==> src/rtl/core/i2cmrt_pkg.sv <==
package i2cmrt_pkg;

  localparam int BUF_DEPTH = 16;
  localparam int PTR_W     = 5;
  localparam int BIDX_W    = 4;
  localparam int QUEUE_DEPTH = 2;

  // Item kinds on the input channel.
  typedef enum logic [1:0] {
    KIND_TICK  = 2'd0,
    KIND_LOAD  = 2'd1,
    KIND_WRITE = 2'd2,
    KIND_READ  = 2'd3
  } kind_t;

  // Configuration register indexes.
  localparam logic [2:0] ADDR_HALF_PERIOD = 3'd0;
  localparam logic [2:0] ADDR_ACK_TIMEOUT = 3'd4;

  localparam logic [15:0] HALF_PERIOD_RST = 16'd5;
  localparam logic [15:0] ACK_TIMEOUT_RST = 16'd5000;

  typedef enum logic [4:0] {
    PH_IDLE, PH_ST_A, PH_ST_B, PH_SB_LOW, PH_SB_HIGH, PH_ACK_A, PH_ACK_B,
    PH_RB_LOW, PH_RB_HIGH, PH_AK_LOW, PH_AK_HIGH, PH_SP_A, PH_SP_B
  } phase_t;

  typedef struct packed {
    logic [1:0] kind;
    logic       sda_in;
    logic [6:0] dev_addr;
    logic [7:0] sub_addr;
    logic [4:0] count;
    logic [7:0] write_byte;
  } in_item_t;

  typedef struct packed {
    logic       scl_out;
    logic       sda_out;
    logic       busy_res;
    logic       done_res;
    logic       error;
    logic [7:0] read_byte;
    logic       read_valid;
    logic       read_last;
  } out_item_t;

  // Configuration values handed from the register file to the sequencer.
  typedef struct packed {
    logic [15:0] half_period;
    logic [15:0] ack_timeout;
  } cfg_t;

endpackage

==> src/rtl/core/i2cmrt_if.sv <==
interface i2cmrt_in_if;
  logic                 valid;
  logic                 ready;
  i2cmrt_pkg::in_item_t data;
  modport source (output valid, output data, input ready);
  modport sink (input valid, input data, output ready);
endinterface

interface i2cmrt_out_if;
  logic                  valid;
  logic                  ready;
  i2cmrt_pkg::out_item_t data;
  modport source (output valid, output data, input ready);
  modport sink (input valid, input data, output ready);
endinterface

==> src/rtl/core/i2cmrt_front.sv <==
module i2cmrt_front (
  input  logic                  clk,
  input  logic                  rst_n,
  i2cmrt_in_if.sink             in_ch,
  output logic                  q_valid,
  output i2cmrt_pkg::in_item_t  q_data,
  input  logic                  q_ready
);
  import i2cmrt_pkg::*;

  // Two-entry queue between the front and the sequencer.
  in_item_t mem_r [QUEUE_DEPTH];
  logic       wp_r, wp_nxt, rp_r, rp_nxt;
  logic [1:0] cnt_r, cnt_nxt;
  logic       push, pop;
  in_item_t   item;

  // Normalise the beat: clamp count so the sequencer need not.
  always_comb begin
    item = in_ch.data;
    if (in_ch.data.count > 5'(BUF_DEPTH)) begin
      item.count = 5'(BUF_DEPTH);
    end
  end

  assign in_ch.ready = (cnt_r != 2'd2);
  assign push    = in_ch.valid && in_ch.ready;
  assign q_valid = (cnt_r != 2'd0);
  assign q_data  = mem_r[rp_r];
  assign pop     = q_valid && q_ready;

  always_comb begin
    wp_nxt  = push ? ~wp_r : wp_r;
    rp_nxt  = pop ? ~rp_r : rp_r;
    cnt_nxt = cnt_r + 2'(push) - 2'(pop);
  end

  always_ff @(posedge clk) begin
    if (!rst_n) begin
      wp_r  <= 1'b0;
      rp_r  <= 1'b0;
      cnt_r <= 2'd0;
    end else begin
      wp_r  <= wp_nxt;
      rp_r  <= rp_nxt;
      cnt_r <= cnt_nxt;
    end
  end

  always_ff @(posedge clk) begin
    if (push) begin
      mem_r[wp_r] <= item;
    end
  end
endmodule

==> src/rtl/core/i2cmrt_cfg.sv <==
module i2cmrt_cfg (
  input  logic              clk,
  input  logic              rst_n,
  input  logic              psel,
  input  logic              penable,
  input  logic              pwrite,
  input  logic [2:0]        paddr,
  input  logic [31:0]       pwdata,
  output logic [31:0]       prdata,
  output logic              pready,
  output i2cmrt_pkg::cfg_t  cfg
);
  import i2cmrt_pkg::*;

  logic [15:0] half_r, ack_r;
  logic        wr;

  assign pready = 1'b1;
  assign wr     = psel && penable && pwrite;

  always_ff @(posedge clk) begin
    if (!rst_n) begin
      half_r <= HALF_PERIOD_RST;
      ack_r  <= ACK_TIMEOUT_RST;
    end else if (wr) begin
      if (paddr == ADDR_HALF_PERIOD) half_r <= pwdata[15:0];
      if (paddr == ADDR_ACK_TIMEOUT) ack_r  <= pwdata[15:0];
    end
  end

  // Read back.
  always_comb begin
    prdata = 32'd0;
    if (paddr == ADDR_HALF_PERIOD) prdata = {16'd0, half_r};
    if (paddr == ADDR_ACK_TIMEOUT) prdata = {16'd0, ack_r};
  end

  assign cfg.half_period = (half_r == 16'd0) ? 16'd1 : half_r;
  assign cfg.ack_timeout = (ack_r == 16'd0) ? 16'd1 : ack_r;
endmodule

==> src/rtl/core/i2cmrt_back.sv <==
module i2cmrt_back (
  input  logic                  clk,
  input  logic                  rst_n,
  input  i2cmrt_pkg::cfg_t      cfg,
  input  logic                  q_valid,
  input  i2cmrt_pkg::in_item_t  q_data,
  output logic                  q_ready,
  i2cmrt_out_if.source          out_ch
);
  import i2cmrt_pkg::*;

  phase_t      ph_r, ph_nxt;
  logic [BIDX_W-1:0] bit_r, bit_nxt;
  logic [15:0] dly_r, dly_nxt, rty_r, rty_nxt;
  logic [4:0]  bidx_r, bidx_nxt, lp_r, lp_nxt, tot_r, tot_nxt;
  logic [7:0]  sh_r, sh_nxt;
  logic [6:0]  tgt_r, tgt_nxt;
  logic [7:0]  reg_r, reg_nxt;
  logic        dir_r, dir_nxt, scl_r, scl_nxt, sda_r, sda_nxt, err_r, err_nxt;
  logic [7:0]  buf_r [BUF_DEPTH];
  logic [7:0]  buf_q_r;
  logic        buf_wr;
  logic [4:0]  k;
  logic        step;
  out_item_t   res;
  logic        ovalid_r;
  out_item_t   odata_r;

  // Output register; take a new beat while it drains.
  assign q_ready = !ovalid_r || out_ch.ready;
  assign step    = q_valid && q_ready;
  assign out_ch.valid = ovalid_r;
  assign out_ch.data  = odata_r;

  assign k      = bidx_r - 5'd1;
  assign buf_wr = step && q_data.kind == KIND_LOAD && lp_r < 5'(BUF_DEPTH);

  // Sequencer next state and result.
  always_comb begin
    ph_nxt = ph_r; bit_nxt = bit_r; dly_nxt = dly_r; rty_nxt = rty_r;
    bidx_nxt = bidx_r; lp_nxt = lp_r; tot_nxt = tot_r; sh_nxt = sh_r;
    tgt_nxt = tgt_r; reg_nxt = reg_r; dir_nxt = dir_r;
    scl_nxt = scl_r; sda_nxt = sda_r; err_nxt = err_r;
    res = '0;
    unique case (kind_t'(q_data.kind))
      KIND_LOAD: begin
        if (lp_r < 5'(BUF_DEPTH)) lp_nxt = lp_r + 5'd1;
      end
      KIND_WRITE, KIND_READ: begin
        if (ph_r == PH_IDLE) begin
          tgt_nxt = q_data.dev_addr;
          reg_nxt = q_data.sub_addr;
          tot_nxt = q_data.count;
          dir_nxt = (q_data.kind == KIND_READ);
          bidx_nxt = 5'd0; rty_nxt = 16'd0; err_nxt = 1'b0;
          ph_nxt = PH_ST_A; scl_nxt = 1'b1; sda_nxt = 1'b1;
          dly_nxt = cfg.half_period;
        end
      end
      default: begin
        if (ph_r != PH_IDLE) begin
          if (dly_r > 16'd1) begin
            dly_nxt = dly_r - 16'd1;
          end else begin
            dly_nxt = cfg.half_period;
            unique case (ph_r)
              PH_ST_A: begin
                ph_nxt = PH_ST_B; scl_nxt = 1'b1; sda_nxt = 1'b0;
              end
              PH_ST_B: begin
                sh_nxt = {tgt_r, bidx_r == 5'd2};
                bit_nxt = '0; ph_nxt = PH_SB_LOW; scl_nxt = 1'b0;
                sda_nxt = tgt_r[6];
              end
              PH_SB_LOW: begin
                ph_nxt = PH_SB_HIGH; scl_nxt = 1'b1;
              end
              PH_SB_HIGH: begin
                bit_nxt = bit_r + 4'd1;
                sh_nxt = {sh_r[6:0], 1'b0};
                if (bit_r != 4'd7) begin
                  ph_nxt = PH_SB_LOW; scl_nxt = 1'b0; sda_nxt = sh_r[6];
                end else begin
                  rty_nxt = 16'd0; ph_nxt = PH_ACK_A; scl_nxt = 1'b0; sda_nxt = 1'b1;
                end
              end
              PH_ACK_A: begin
                ph_nxt = PH_ACK_B; scl_nxt = 1'b1; sda_nxt = 1'b1;
              end
              PH_ACK_B: begin
                if (!q_data.sda_in) begin
                  bidx_nxt = bidx_r + 5'd1;
                  bit_nxt = '0; scl_nxt = 1'b0;
                  if (bidx_r == 5'd0) begin
                    sh_nxt = reg_r; ph_nxt = PH_SB_LOW; sda_nxt = reg_r[7];
                  end else if (!dir_r) begin
                    if (k < tot_r) begin
                      sh_nxt = buf_q_r; ph_nxt = PH_SB_LOW; sda_nxt = buf_q_r[7];
                    end else begin
                      ph_nxt = PH_SP_A; sda_nxt = 1'b0;
                    end
                  end else if (bidx_r == 5'd1) begin
                    ph_nxt = PH_ST_A; scl_nxt = 1'b1; sda_nxt = 1'b1;
                  end else if (tot_r == 5'd0) begin
                    ph_nxt = PH_SP_A; sda_nxt = 1'b0;
                  end else begin
                    sh_nxt = 8'd0; ph_nxt = PH_RB_LOW; sda_nxt = 1'b1;
                  end
                end else begin
                  rty_nxt = rty_r + 16'd1;
                  if (rty_nxt >= cfg.ack_timeout) begin
                    err_nxt = 1'b1; ph_nxt = PH_SP_A; scl_nxt = 1'b0; sda_nxt = 1'b0;
                  end else begin
                    scl_nxt = 1'b1; sda_nxt = 1'b1;
                  end
                end
              end
              PH_RB_LOW: begin
                sh_nxt = {sh_r[6:0], q_data.sda_in};
                ph_nxt = PH_RB_HIGH; scl_nxt = 1'b1; sda_nxt = 1'b1;
              end
              PH_RB_HIGH: begin
                bit_nxt = bit_r + 4'd1;
                if (bit_r != 4'd7) begin
                  ph_nxt = PH_RB_LOW; scl_nxt = 1'b0; sda_nxt = 1'b1;
                end else begin
                  res.read_valid = 1'b1;
                  res.read_byte = sh_r;
                  res.read_last = (bidx_r - 5'd2) >= tot_r;
                  ph_nxt = PH_AK_LOW; scl_nxt = 1'b0;
                  sda_nxt = res.read_last;
                end
              end
              PH_AK_LOW: begin
                ph_nxt = PH_AK_HIGH; scl_nxt = 1'b1;
              end
              PH_AK_HIGH: begin
                bidx_nxt = bidx_r + 5'd1;
                bit_nxt = '0;
                if ((bidx_r - 5'd2) < tot_r) begin
                  sh_nxt = 8'd0; ph_nxt = PH_RB_LOW; scl_nxt = 1'b0; sda_nxt = 1'b1;
                end else begin
                  ph_nxt = PH_SP_A; scl_nxt = 1'b0; sda_nxt = 1'b0;
                end
              end
              PH_SP_A: begin
                ph_nxt = PH_SP_B; scl_nxt = 1'b1; sda_nxt = 1'b1;
              end
              PH_SP_B: begin
                ph_nxt = PH_IDLE; dly_nxt = 16'd0;
                res.done_res = 1'b1; res.error = err_r;
                err_nxt = 1'b0; lp_nxt = 5'd0;
              end
              default: begin
                ph_nxt = PH_IDLE; scl_nxt = 1'b1; sda_nxt = 1'b1; dly_nxt = 16'd0;
              end
            endcase
          end
        end
      end
    endcase
    res.scl_out  = scl_nxt;
    res.sda_out  = sda_nxt;
    res.busy_res = (ph_nxt != PH_IDLE);
  end

  always_ff @(posedge clk) begin
    if (!rst_n) begin
      ph_r <= PH_IDLE; bit_r <= '0; dly_r <= '0; rty_r <= '0; bidx_r <= '0;
      lp_r <= '0; tot_r <= '0; sh_r <= '0; tgt_r <= '0; reg_r <= '0;
      dir_r <= 1'b0; scl_r <= 1'b1; sda_r <= 1'b1; err_r <= 1'b0;
      ovalid_r <= 1'b0;
    end else begin
      if (step) begin
        ph_r <= ph_nxt; bit_r <= bit_nxt; dly_r <= dly_nxt; rty_r <= rty_nxt;
        bidx_r <= bidx_nxt; lp_r <= lp_nxt; tot_r <= tot_nxt; sh_r <= sh_nxt;
        tgt_r <= tgt_nxt; reg_r <= reg_nxt; dir_r <= dir_nxt;
        scl_r <= scl_nxt; sda_r <= sda_nxt; err_r <= err_nxt;
      end
      if (q_ready) ovalid_r <= step;
    end
  end

  always_ff @(posedge clk) begin
    if (step) odata_r <= res;
  end

  // Write buffer. The entry for the next data byte is read ahead every clock, with a
  // load to that same entry passed straight through; the byte index stays put for a
  // whole byte time before the entry is needed.
  always_ff @(posedge clk) begin
    if (buf_wr) begin
      buf_r[lp_r[3:0]] <= q_data.write_byte;
    end
    if (buf_wr && lp_r[3:0] == k[3:0]) begin
      buf_q_r <= q_data.write_byte;
    end else begin
      buf_q_r <= buf_r[k[3:0]];
    end
  end
endmodule

==> src/rtl/core/i2c_master_register_transactions.sv <==
// I2C master for 7-bit register reads and writes, driven one time step per tick beat.
// Every input beat yields one result beat carrying the driven SCL and SDA levels and
// status. One beat is taken per clock: a two-entry queue feeds the line sequencer,
// which advances once per beat, and a result register follows it. A result beat is
// offered from the result register after the queue and the sequencer; a stalled
// result stalls the sequencer and, once the queue is full, the input. Configuration
// sits at byte 0 (half_period) and byte 4 (ack_timeout) on the APB-style port.
module i2c_master_register_transactions (
  input  logic          clk,
  input  logic          rst_n,
  i2cmrt_in_if.sink     in_ch,
  i2cmrt_out_if.source  out_ch,
  input  logic          cfg_psel,
  input  logic          cfg_penable,
  input  logic          cfg_pwrite,
  input  logic [2:0]    cfg_paddr,
  input  logic [31:0]   cfg_pwdata,
  output logic [31:0]   cfg_prdata,
  output logic          cfg_pready
);
  import i2cmrt_pkg::*;

  cfg_t     cfg;
  logic     q_valid, q_ready;
  in_item_t q_data;

  i2cmrt_cfg u_cfg (
    .clk, .rst_n, .psel(cfg_psel), .penable(cfg_penable), .pwrite(cfg_pwrite),
    .paddr(cfg_paddr), .pwdata(cfg_pwdata), .prdata(cfg_prdata),
    .pready(cfg_pready), .cfg
  );

  i2cmrt_front u_front (.clk, .rst_n, .in_ch, .q_valid, .q_data, .q_ready);

  i2cmrt_back u_back (.clk, .rst_n, .cfg, .q_valid, .q_data, .q_ready, .out_ch);
endmodule

==> src/flat_wrapper.sv <==
// flat-port wrapper written by rule: the top's interface ports become plain ports
module i2c_master_register_transactions_flat import i2cmrt_pkg::*;
  (clk, rst_n, cfg_psel, cfg_penable, cfg_pwrite, cfg_paddr, cfg_pwdata, cfg_prdata, cfg_pready, in_ch_valid, in_ch_data, in_ch_ready, out_ch_valid, out_ch_data, out_ch_ready);
  i2cmrt_in_if in_ch_i ();
  i2cmrt_out_if out_ch_i ();
  input  logic clk;
  input  logic rst_n;
  input  logic cfg_psel;
  input  logic cfg_penable;
  input  logic cfg_pwrite;
  input  logic [2:0] cfg_paddr;
  input  logic [31:0] cfg_pwdata;
  output logic [31:0] cfg_prdata;
  output logic cfg_pready;
  input wire logic [$bits(in_ch_i.valid)-1:0] in_ch_valid;
  input wire logic [$bits(in_ch_i.data)-1:0] in_ch_data;
  output wire logic [$bits(in_ch_i.ready)-1:0] in_ch_ready;
  output wire logic [$bits(out_ch_i.valid)-1:0] out_ch_valid;
  output wire logic [$bits(out_ch_i.data)-1:0] out_ch_data;
  input wire logic [$bits(out_ch_i.ready)-1:0] out_ch_ready;
  assign in_ch_i.valid = in_ch_valid;
  assign in_ch_i.data = in_ch_data;
  assign in_ch_ready = in_ch_i.ready;
  assign out_ch_valid = out_ch_i.valid;
  assign out_ch_data = out_ch_i.data;
  assign out_ch_i.ready = out_ch_ready;
  i2c_master_register_transactions u_core (.clk(clk), .rst_n(rst_n), .in_ch(in_ch_i), .out_ch(out_ch_i), .cfg_psel(cfg_psel), .cfg_penable(cfg_penable), .cfg_pwrite(cfg_pwrite), .cfg_paddr(cfg_paddr), .cfg_pwdata(cfg_pwdata), .cfg_prdata(cfg_prdata), .cfg_pready(cfg_pready));
endmodule
==> config.mk <==
export PLATFORM = sky130hd
export DESIGN_NAME = i2c_master_register_transactions_flat
export DESIGN_NICKNAME = d
export VERILOG_FILES = /design/src/rtl/core/i2cmrt_pkg.sv /design/src/rtl/core/i2cmrt_if.sv /design/src/rtl/core/i2cmrt_front.sv /design/src/rtl/core/i2cmrt_cfg.sv /design/src/rtl/core/i2cmrt_back.sv /design/src/rtl/core/i2c_master_register_transactions.sv /design/src/flat_wrapper.sv
export SDC_FILE = /design/constraint.sdc
export NUM_CORES = 1
export LEC_CHECK = 0
export BUFFER_PORTS_ARGS = -buffer_cell sky130_fd_sc_hd__buf_2
export CAP_MARGIN = 40
export CORE_MARGIN = 1.5
export CORE_UTILIZATION = 45
export CTS_CLUSTER_DIAMETER = 80
export DETAILED_ROUTE_END_ITERATION = 12
export GPL_TIMING_DRIVEN = 0
export HOLD_SLACK_MARGIN = 0.15
export MAX_ROUTING_LAYER = met4
export PLACE_DENSITY = 0.66
export SETUP_SLACK_MARGIN = 0.4
export SLEW_MARGIN = 20
export SYNTH_ARGS = -nofsm -noshare
export SYNTH_HDL_FRONTEND = slang
export SYNTH_HIERARCHICAL = 1
export SYNTH_SLANG_ARGS = --single-unit
==> constraint.sdc <==
create_clock -name clk -period 6.95 [get_ports clk]
set_input_delay 1.0425 -clock clk [delete_from_list [all_inputs] [get_ports clk]]
set_output_delay 1.0425 -clock clk [all_outputs]
set_load 0.05 [all_outputs]
* After elaboration in Yosys (flattened, before gate mapping)
Memory sizes are Yosys's and may differ from the RTL's. A register that Yosys moved wholly into a read port is not among the register bits. Index checks and enable logic that the tools add are counted.
Storage, ports and cells: bits in registers 135, bits in writable memories 190, input bits 73, output and inout bits 50, logic and storage cells 226, memories 2
Memories:
- u_core.u_back.buf_r | words 16, width 8, read ports 1, clocked after Yosys merged registers in 1, wr ports 1, RTL line i2cmrt_back.sv:20 | logic [7:0] buf_r [BUF_DEPTH];
- u_core.u_front.mem_r | words 2, width 31, read ports 1, clocked after Yosys merged registers in 1, wr ports 1, RTL line i2cmrt_front.sv:12 | in_item_t mem_r [QUEUE_DEPTH];
Cells by class: add/sub/neg operators 9, magnitude comparators 7, eq/ne operators 33, mux-type cells 92, bitwise operators 9, reductions and logical operators 46
Operators by type and width (number):
- 16-bit 2-to-1 mux | 12
- 16-bit case mux with 2 select lines | 3
- 5-bit 2-to-1 mux | 16
- 8-bit 2-to-1 mux | 7
- 5-bit case mux with 11 select lines | 1
- 5-bit case mux with 2 select lines | 4
- 8-bit case mux with 5 select lines | 1
- 16-bit zero test | 2
- 32-bit 2-to-1 mux | 1
- 1-bit 2-to-1 mux | 31
- 5-bit by 4-bit equality test with 1-bit output, second input constant | 5
- 4-bit 2-to-1 mux | 6
- 5-bit by 3-bit equality test with 1-bit output, second input constant | 4
- 16-bit by 1-bit adder with 16-bit output, second input constant | 1
- 16-bit greater-or-equal comparator | 1
- 16-bit by 1-bit greater-than comparator with 1-bit output, second input constant | 1
- 8-bit AND reduction | 2
- 16-bit by 1-bit subtractor with 16-bit output, second input constant | 1
- 5-bit by 2-bit equality test with 1-bit output, second input constant | 3
- 5-bit zero test | 3
- 5-bit nonzero test | 3
- 3-bit inequality test, second input constant | 4
- 4-bit inequality test, second input constant | 3
- 4-bit case mux with 3 select lines | 1
- 42 further kinds | 80

* Longest topological paths before layout
Gate-level depths: netlist (run 1).
depth in word-level cells 11, depth in mapped cells 15, gate-level depth less buffers 15

* By module
Netlist (run 1), hierarchy kept.
By module, submodules not included:
- i2cmrt_back | times used 1, cells an instance 1002, area each 11199.5 µm², seq. area each 6055.8 µm²
- i2cmrt_front | times used 1, cells an instance 130, area each 2517.4 µm², seq. area each 1961.9 µm²
- i2cmrt_cfg | times used 1, cells an instance 230, area each 1864.3 µm², seq. area each 640.6 µm²

* Worst setup path after synthesis (run 1)
No wires, ideal clock.
kind in2out, start point input port cfg_paddr[2], end point output port cfg_prdata[10], data arrival time 2.295 ns, required time 5.907 ns, path slack 3.613 ns, stages 4, buffers on the path 2, cell sequence buf_2 -> buf_2 -> mux2i_1 -> nor2_1
On the way: cells in the longest elaborated chain, start to end 3, elaborated cells on any way between the ends 4, those cells by class eq/ne (1); mux (2); reduce/logical (1)
Ends and longest elaborated chain:
- start: declaration | RTL line flat_wrapper.sv:11 | input logic [2:0] cfg_paddr;
- 3-bit zero test | RTL line i2cmrt_cfg.sv:34 | if (paddr == ADDR_HALF_PERIOD) prdata = {16'd0, half_r};
- 16-bit 2-to-1 mux | RTL line i2cmrt_cfg.sv:34
- 32-bit 2-to-1 mux (*) | RTL line i2cmrt_cfg.sv:35 | if (paddr == ADDR_ACK_TIMEOUT) prdata = {16'd0, ack_r};
- end: declaration | RTL line flat_wrapper.sv:13 | output logic [31:0] cfg_prdata;
Every way passes the cells marked *; elsewhere a longest branch is shown, timed or not.

==> run_results.csv, run 1 <==
group,metric,value,unit
detailed_routing,routedWlPerCell,18.5,um
logic_synthesis,synth_edf_count,205,
sta,fin_crit_sh,55.4,%
floorplan,initial_core_util,46.1,%
logic_synthesis,synth_most_common_cell,"edfxtp_1",
logic_synthesis,synth_commonest_cells,"205 x edfxtp_1, 151 x nand2_1, 125 x dfxtp_1, 93 x nor2_1, 80 x clkbuf_1",
sta,worstMarginPinSlew,0.868,ns
logic_synthesis,yosysWarnings,6,
logic_synthesis,syn-mean-instance-area,11.4,sq um
logic_synthesis,synth_seq_cells,330,
logic_synthesis,synth_top_cells_by_area,"edfxtp_1 40%, dfxtp_1 16%, mux4_2 5.8%, nand2_1 3.6%, ha_1 3.5%",
setup_path,cp-endpoint,"u_core/u_back/out_ch.data[12]",
logic_synthesis,syn_inst,1362,
power_and_ir_drop,irDropWorstVdd,0.234,mV
logic_synthesis,synth_area_leader_cell,"edfxtp_1",
clocking,cts_hold_buffers,0,
setup_path,r2r_setup_slack,3.10,ns
logic_synthesis,synthArstFlopShare,0,%
detailed_routing,drcViolationCount,0,
setup_path,crit_path_start,"u_core/u_back/rty_r[2]",
sta,rsz0062_at_grt,"false",
setup_path,timing.rr.start,"u_core/u_back/rty_r[2]",
setup_path,r2r_end,"u_core/u_back/out_ch.data[12]",
sta,fmax,260,MHz
power_and_ir_drop,p_total,6.29,mW
clocking,cts_made_buffers,37,
clocking,cts-root-buf,"clkbuf_16",
placement,post_dp_cell_area,0.0167,sq mm
detailed_routing,via_count,10986,
min_path,holdCritPathClass,"register to register",
setup_path,slowest_stage,"nor3_1",
sta,slew_headroom,41.6,%
logic_synthesis,synth_ff_type,"edfxtp_1",
global_routing,grt_pass1_vias,10703,
clocking,clkSinkCount,330,
sta,slew_viol_final,0,
setup_path,cp_data_arrival_time,4.22,ns
setup_path,cp_common_cell,"and3_1",
logic_synthesis,seq_area_frac_synth,55.6,%
sta,hold_slack,0.456,ns
layout,area_growth,15.2,%
clocking,clkTransAtPathRegs,0.06,ns
global_routing,grt_max_degree,32,
global_routing,grt_use_total,21.3,%
logic_synthesis,synth.cell_area,0.0156,sq mm
detailed_routing,routed_wl,36800,um
placement,gp_congestion,0.930,
setup_path,cp.required,7.32,ns
floorplan,dieHeight,189,um
floorplan,core_area,0.0338,sq mm
sta,hold_violations,0,
setup_path,worstSetupPathType,"register to register",
clocking,cts-htree-levels,2,
run,maxCapViolCount,0,
floorplan,fp.dieW,189,um
global_routing,grt_pass1_wl,58600,um
layout,fin_nets,1632,
setup_path,cp_cell_sequence,"and3_1 > and3_1 > nand3_1 > nor3_1 > and3_1 > xor2_1 > ha_1 > a21oi_1 > nor3b_1 > o211ai_1 > a31o_2 > o21ai_0 > o21ai_0 > nand2_1",
setup_path,max_stage_delay,0.45,ns
logic_synthesis,ys_types,73,
clocking,post_cts_buffers,0,
detailed_routing,drtIter0Drc,854,
global_routing,overflow,0,
clocking,tritoncts,"yes",
floorplan,io_pins,123,
setup_path,cp_top_family,"simple AND/OR/NAND/NOR gates",
layout,antenna_cells,0,
sta,setup_viol,0,
setup_path,path_buf_inv,0,
clocking,clk_latency,0.53,ns
sta,period_minus_slack,3.85,ns
floorplan,rows,67,
min_path,whs_path_depth,2,
sta,fin_setup_tns,0,ns
placement,place_hpwl,26900,um
detailed_routing,ant_nets,0,
clocking,ctsResizeCount,0,
global_routing,antenna_found_initial,0,
setup_path,critPathLaunchType,"register",
power_and_ir_drop,leakage,6.53,nW
logic_synthesis,synth_top_cell_area_share,39.5,%
setup_path,reg2reg_depth,14,
detailed_routing,firstDrtPassIters,7,
placement,portBuffers,88,
floorplan,die-area,0.0357,sq mm
setup_path,end_kind,"register",
setup_path,cp.depth,14,
clocking,clock_path_buffers,3,
layout,finalInstanceArea,0.0180,sq mm
sta,clock_skew,0.0196,ns
power_and_ir_drop,p_per_area,350,mW/mm^2
status,status,"finished, final reports clean",
detailed_routing,vias_per_cell,5.52,
setup_path,path_max_fanout,5,
layout,drive_above_1_share,18.2,%
## sequential cells by signal, indices dropped and copies added, names as in the netlist, 2 cells and up, named ones only
register,cells
u_core/u_back/bidx_r,5
u_core/u_back/bit_r,4
u_core/u_back/buf_r,128
u_core/u_back/dly_r,16
u_core/u_back/lp_r,5
u_core/u_back/out_ch.data,15
u_core/u_back/ph_r,5
u_core/u_back/reg_r,8
u_core/u_back/rty_r,16
u_core/u_back/sh_r,8
u_core/u_back/tgt_r,7
u_core/u_back/tot_r,5
u_core/u_cfg/ack_r,16
u_core/u_cfg/half_r,16
u_core/u_front/cnt_r,2
u_core/u_front/mem_r,62
## through the flow
stage / worst slack [ns] / std cells / utilization, %
6_report: 3.10 / 1991 / 53.1
5_1_grt: 2.78 / 1991 / 53.1
4_1_cts: 3.14 / 1987 / 53.0
3_5_place_dp: 2.73 / 1920 / 49.5
3_3_place_gp: 2.75 / 1913 / 49.3
2_1_floorplan: 3.61 / 1377 / -
## cell usage in the layout, fill, tap and decap left out, drive strengths merged, types with 25 or more instances in the layout
cell	count
o21ai	51
edfxtp	205
buf	133
nor3	40
nand3	38
nor2	93
mux2i	52
a21oi	70
inv	43
nand2	152
ha	44
mux2	33
dfxtp	125
nor2b	25
clkbuf	127
mux4	40
## routing by layer
layer	part of all wire, %	track usage, %	routed length [um]
met1	45	28.8	16500
met2	47	33.9	17400
met3	5.8	3.17	2150
met4	2.1	5.46	757
met5	0	-	0
## worst min path at each step
stage,startpoint,to
after floorplan,u_core/u_back/reg_r[1],u_core/u_back/reg_r[1]
after global placement,u_core/u_back/reg_r[0],u_core/u_back/reg_r[0]
after detailed placement,u_core/u_back/reg_r[0],u_core/u_back/reg_r[0]
after CTS,u_core/u_back/reg_r[0],u_core/u_back/reg_r[0]
after global routing,u_core/u_back/reg_r[0],u_core/u_back/reg_r[0]
final,u_core/u_back/reg_r[0],u_core/u_back/reg_r[0]
## where the power goes
group,switching (mW),internal (mW)
Sequential,0.119,2.35
Combinational,1.28,0.639
Clock,0.774,1.12
Total,2.18,4.11
## logic make-up after synthesis
family                     share of synthesized area, %
and+or+nand+nor                                    14.6
DFF                                                55.6
AOI/OAI and AO/OA                                  8.66
buffers and inverters                              4.45
muxes                                              11.5
adders and majority gates                          3.53
xor gates and xnor gates                           1.63
other                                            0.0482
## tightest hold or removal path, delay by kind of cell (launching register included)
kind,cells,cell delay (ns)
AND/OR/NAND/NOR,1,0.05
AO/OA/AOI/OAI,1,0.05
flip-flops,1,0.31
## area by class of cell
class | count | area (sq um)
fill | 2955 | 15800
sequential | 330 | 8660
multi-input combinational | 889 | 6290
clock buffer | 47 | 1030
timing repair buffer | 99 | 561
tap | 448 | 561
buffer | 115 | 532
clock inverter | 20 | 163
inverter | 43 | 161
No activity file was read; power rests on OpenSTA's default activity.
==> run 2: changes to the inputs <==
- clock period: 6.95 -> 3.65 ns (I/O delays scaled with it)
==> run 2 against run 1 <==
Against the previous run:
- maximum frequency is 17% higher
- clock power is 90% higher
- wire length is 0.99% higher
- largest power group unchanged
==> run_results.csv, run 2 (synthesized netlist as in run 1, its figures left out) <==
group,metric,value,unit
detailed_routing,drtIter0Drc,857,
sta,slew_headroom,51.2,%
floorplan,core_area,0.0338,sq mm
sta,setup_viol,0,
clocking,cts_hold_buffers,0,
power_and_ir_drop,swShare,34.7,%
setup_path,critPathLaunchType,"register",
layout,area_growth,17.7,%
global_routing,grt_use_total,21.6,%
sta,fmax,304,MHz
sta,fin_crit_sh,90.1,%
clocking,clkTransAtPathRegs,0.06,ns
clocking,cts_made_buffers,37,
placement,place_hpwl,26900,um
sta,worstMarginPinSlew,0.732,ns
layout,drive_above_1_share,22.7,%
detailed_routing,routedWlPerCell,18.6,um
detailed_routing,via_count,11022,
power_and_ir_drop,power.share.sequential,39.1,%
status,status,"finished, final reports clean",
sta,fin_setup_tns,0,ns
detailed_routing,firstDrtPassIters,5,
setup_path,end_kind,"register",
floorplan,rows,67,
clocking,clk_latency,0.53,ns
layout,regArea,0.00867,sq mm
layout,antenna_cells,0,
sta,rsz0062_at_grt,"true",
placement,dpl.cell_count,1920,
floorplan,fp.dieW,189,um
floorplan,initial_core_util,46.1,%
setup_path,cp_cell_sequence,"and3_4 > and3_4 > nand3_4 > nor4_4 > xor2_1 > ha_1 > a21o_1 > a21oi_2 > nor3b_2 > o211ai_1 > nand3_2 > mux2_4 > o22ai_2 > o211a_1",
setup_path,cp_data_arrival_time,3.76,ns
global_routing,grt_pass1_wl,59300,um
global_routing,grt_max_degree,32,
power_and_ir_drop,p_comb_share,31.0,%
placement,gp_congestion,0.930,
detailed_routing,routed_wl,37200,um
global_routing,grt_pass1_vias,10892,
floorplan,io_pins,123,
power_and_ir_drop,netSwitchingPower,4.19,mW
power_and_ir_drop,irDropWorstVdd,0.446,mV
power_and_ir_drop,p_per_area,658,mW/mm^2
clocking,clkSinkCount,330,
global_routing,antenna_found_initial,0,
placement,portBuffers,88,
layout,multiInputGateArea,0.00659,sq mm
sta,slew_viol_final,0,
detailed_routing,vias_per_cell,5.51,
layout,layout_common_cells,"205 x edfxtp_1, 150 x nand2_1, 118 x dfxtp_1",
floorplan,dieHeight,189,um
setup_path,worstSetupPathType,"register to register",
power_and_ir_drop,clkPwrFrac,29.9,%
layout,layout_commonest_cell,"edfxtp_1",
power_and_ir_drop,leakage,6.68,nW
power_and_ir_drop,p_int,7.88,mW
setup_path,cp.required,4.12,ns
floorplan,die-area,0.0357,sq mm
clocking,tritoncts,"yes",
clocking,cts-htree-levels,2,
clocking,cts-root-buf,"clkbuf_16",
detailed_routing,ant_nets,0,
clocking,clock_path_buffers,3,
setup_path,max_stage_delay,0.36,ns
sta,period_minus_slack,3.29,ns
setup_path,cp_common_cell,"and3_4",
layout,fillCellCount,2924,
setup_path,slowest_stage,"dfxtp_4",
layout,fin_nets,1641,
layout,largest_register_ffs,128,
sta,hold_violations,0,
sta,clock_skew,0.0182,ns
layout,instances_no_fill,2000,
setup_path,path_max_fanout,4,
detailed_routing,drcViolationCount,0,
min_path,holdCritPathClass,"input pin to register",
power_and_ir_drop,p_total,12.1,mW
run,maxCapViolCount,0,
global_routing,overflow,0,
[run 2: cell type report]
| type | instances | area share (%) |
|---|---|---|
| buffer | 115 | 2.98 |
| timing repair buffer | 108 | 3.32 |
| inverter | 43 | 0.908 |
| clock inverter | 20 | 0.887 |
| clock buffer | 47 | 5.60 |
| tap | 448 | 3.06 |
| multi-input combinational | 889 | 35.9 |
| sequential | 330 | 47.3 |
[run 2: metrics by stage]
step,utilization (%),area [sq um],hold WS [ns],worst slack (ns)
after global placement,49.3,16600,0.447,-0.145
after CTS,53.6,18100,0.191,0.352
after detailed placement,49.5,16700,0.452,-0.130
after floorplan,-,15600,0.436,0.518
final,54.3,18300,0.207,0.360
after global routing,54.3,18300,0.189,0.248
[run 2: power by group through the flow]
stage          Sequential [mW]  Combinational (mW)  Clock [mW]
6_report                  4.72                3.75        3.61
5_1_grt                   4.75                4.14        3.84
4_1_cts                   4.71                3.64        3.68
3_5_place_dp              4.78                3.57           0
3_3_place_gp              4.77                3.53           0
2_1_floorplan             4.92                2.46           0
[run 2: what timing repair did]
| action | 4_1_cts | 5_1_grt |
|---|---|---|
| pin swaps | 9 | 22 |
| buffers inserted | 6 | 7 |
| cloned | 0 | 0 |
| endpoints found under the setup margin | 161 | 140 |
| gates resized for setup | 45 | 49 |
[run 2: path summary, 6_finish.rpt]
| kind | start | to | slack [ns] | depth (start not counted) |
|---|---|---|---|---|
| worst max-delay path | u_core/u_back/rty_r[2] | u_core/u_back/err_r | 0.36 | 14 |
| worst min-delay path | in_ch_data[14] | u_core/u_front/mem_r[0][14] | 0.21 | 1 |
| worst max register to register | u_core/u_back/rty_r[2] | u_core/u_back/err_r | 0.36 | 14 |
| worst min register to register | u_core/u_back/reg_r[0] | u_core/u_back/reg_r[0] | 0.46 | 2 |
[run 2: per-layer routing]
metal  share of wire [%]  global-route usage, %  vias to the layer above
li1                    -                      -                     5254
met1                  45                   29.0                     5352
met2                  47                   34.2                      351
met3                 5.9                   3.30                       65
met4                 2.3                   6.04                        0
met5                   0                      -                        -
[run 2: critical path, delay by kind of cell (launching register included)]
kind | cells | cell delay (ns)
xor+xnor | 1 | 0.22
mux | 1 | 0.32
compound gates | 5 | 0.86
fa+ha+maj | 1 | 0.28
simple gates | 6 | 1.22
flops | 1 | 0.36
==> run 3: changes to the inputs <==
- SETUP_SLACK_MARGIN: 0.4 -> not set
==> run 3 against run 2 <==
Against the previous run:
- critical path depth is the same
- flip-flop and latch count is the same
- hold slack is essentially flat
- sequential power is essentially flat
- wire length shrank 0.77%
- count of clock-buffer cells in the layout is the same
- sequential share of layout area grew 0.65 points
- clock skew grew 0.00074 ns
- critical path type unchanged
==> run_results.csv, run 3 (synthesized netlist as in run 1, its figures left out) <==
group,metric,value,unit
floorplan,die-area,0.0357,sq mm
power_and_ir_drop,leakage,6.59,nW
placement,dpl.cell_count,1920,
layout,fin_nets,1636,
sta,setup_viol,0,
setup_path,slowest_stage,"dfxtp_1",
setup_path,worstSetupPathType,"register to register",
sta,slew_headroom,46.5,%
detailed_routing,drcViolationCount,0,
floorplan,dieHeight,189,um
layout,drive_above_1_share,19.4,%
layout,layout_commonest_cell,"edfxtp_1",
placement,place_hpwl,26900,um
clocking,cts-htree-levels,2,
layout,antenna_cells,0,
layout,largest_register_ffs,128,
min_path,holdCritPathClass,"input pin to register",
layout,fillCellCount,2950,
sta,clock_skew,0.0190,ns
setup_path,cp.required,3.90,ns
clocking,cts-root-buf,"clkbuf_16",
setup_path,path_max_fanout,4,
detailed_routing,routed_wl,36900,um
sta,fmax,288,MHz
sta,period_minus_slack,3.48,ns
global_routing,overflow,0,
placement,gp_congestion,0.930,
power_and_ir_drop,p_per_area,664,mW/mm^2
sta,hold_slack,0.206,ns
floorplan,io_pins,123,
setup_path,end_kind,"register",
status,status,"finished, final reports clean",
global_routing,antenna_found_initial,0,
sta,hold_violations,0,
detailed_routing,firstDrtPassIters,6,
global_routing,grt_max_degree,32,
floorplan,initial_core_util,46.1,%
sta,rsz0062_at_grt,"true",
min_path,whs_path_depth,1,
detailed_routing,routedWlPerCell,18.5,um
floorplan,core_area,0.0338,sq mm
setup_path,max_stage_delay,0.38,ns
detailed_routing,vias_per_cell,5.51,
global_routing,grt_pass1_vias,10734,
setup_path,cp_data_arrival_time,3.73,ns
global_routing,grt_pass1_wl,58700,um
setup_path,reg2reg_depth,14,
clocking,clkTransAtPathRegs,0.06,ns
setup_path,cp_common_cell,"a21oi_1",
layout,area_growth,15.9,%
setup_path,critPathLaunchType,"register",
placement,portBuffers,88,
layout,layout_common_cells,"205 x edfxtp_1, 151 x nand2_1, 123 x dfxtp_1",
clocking,clock_path_buffers,3,
layout,instances_no_fill,1995,
floorplan,fp.dieW,189,um
clocking,clkSinkCount,330,
clocking,tritoncts,"yes",
sta,fin_crit_sh,95.2,%
sta,slew_viol_final,0,
power_and_ir_drop,irDropWorstVdd,0.446,mV
detailed_routing,ant_nets,0,
run,maxCapViolCount,0,
detailed_routing,drtIter0Drc,826,
clocking,cts_made_buffers,37,
floorplan,rows,67,
setup_path,cp_cell_sequence,"and3_4 > and3_2 > nand3_2 > nor4_4 > xor2_1 > ha_1 > a21o_1 > a21oi_1 > nor3b_2 > o211ai_1 > a21oi_1 > o21ai_0 > nor3_1 > nand2_1",
global_routing,grt_use_total,21.4,%
sta,worstMarginPinSlew,0.800,ns
detailed_routing,via_count,10994,
clocking,clk_latency,0.53,ns
[run 3: area by class of cell]
cell class,instances,area [sq um],share of cell area [%]
Sequential cell,330,8660,48.0
Multi-Input combinational cell,889,6360,35.2
Clock buffer,47,1030,5.68
Tap cell,448,561,3.10
Clock inverter,20,163,0.901
Inverter,43,161,0.894
Buffer,114,529,2.93
Timing Repair Buffer,104,596,3.30
[run 3: what timing repair did]
| action | 4_1_cts | 5_1_grt |
|---|---|---|
| setup buffers | 1 | 3 |
| hold buffers | 0 | 0 |
| gates resized for setup | 5 | 13 |
| setup endpoints to repair | 6 | 105 |
| pin swaps | 3 | 5 |
[run 3: stage by stage]
step                util [%]  power, mW  setup TNS (ns)  area, sq um  setup WS (ns)
floorplan                  -       7.38               0        15600          0.518
global placement        49.3       8.30           -3.79        16600         -0.145
detailed placement      49.5       8.35          -0.554        16700         -0.130
CTS                     53.1       12.0               0        17900         0.0272
global route            53.4       12.7         -0.0587        18100        -0.0587
finish                  53.4       12.0               0        18100          0.174
[run 3: final timing paths]
path	to	slack (ns)	start
worst min-delay path	u_core/u_front/mem_r[0][14]	0.21	in_ch_data[14]
worst max register to register	u_core/u_back/out_ch.data[12]	0.17	u_core/u_back/rty_r[3]
worst max-delay path	u_core/u_back/out_ch.data[12]	0.17	u_core/u_back/rty_r[3]
worst min register to register	u_core/u_back/reg_r[0]	0.46	u_core/u_back/reg_r[0]
[run 3: power by group]
group / total [mW] / internal (mW) / switching (mW) / leakage (nW)
registers: 4.71 / 4.48 / 0.229 / 2.89
clock network: 3.61 / 2.14 / 1.48 / 0.573
logic: 3.67 / 1.24 / 2.44 / 3.13
[run 3: routing by layer]
layer  share of wire (%)  wire length, um  vias up  GRT usage [%]
met5                   0                0        -              -
met4                 2.0              725        0           5.37
li1                    -                -     5248              -
met3                 5.7             2110       61           3.15
met2                  47            17400      339           34.0
met1                  45            16700     5346           28.8
[run 3: critical path: cells and delay by family, from the launching register on]
kind                       cells  cell delay, ns
DFF                            1            0.38
AOI/OAI and AO/OA              5            1.01
adders and majority gates      1            0.27
xor gates and xnor gates       1            0.23
and+or+nand+nor                7            1.32
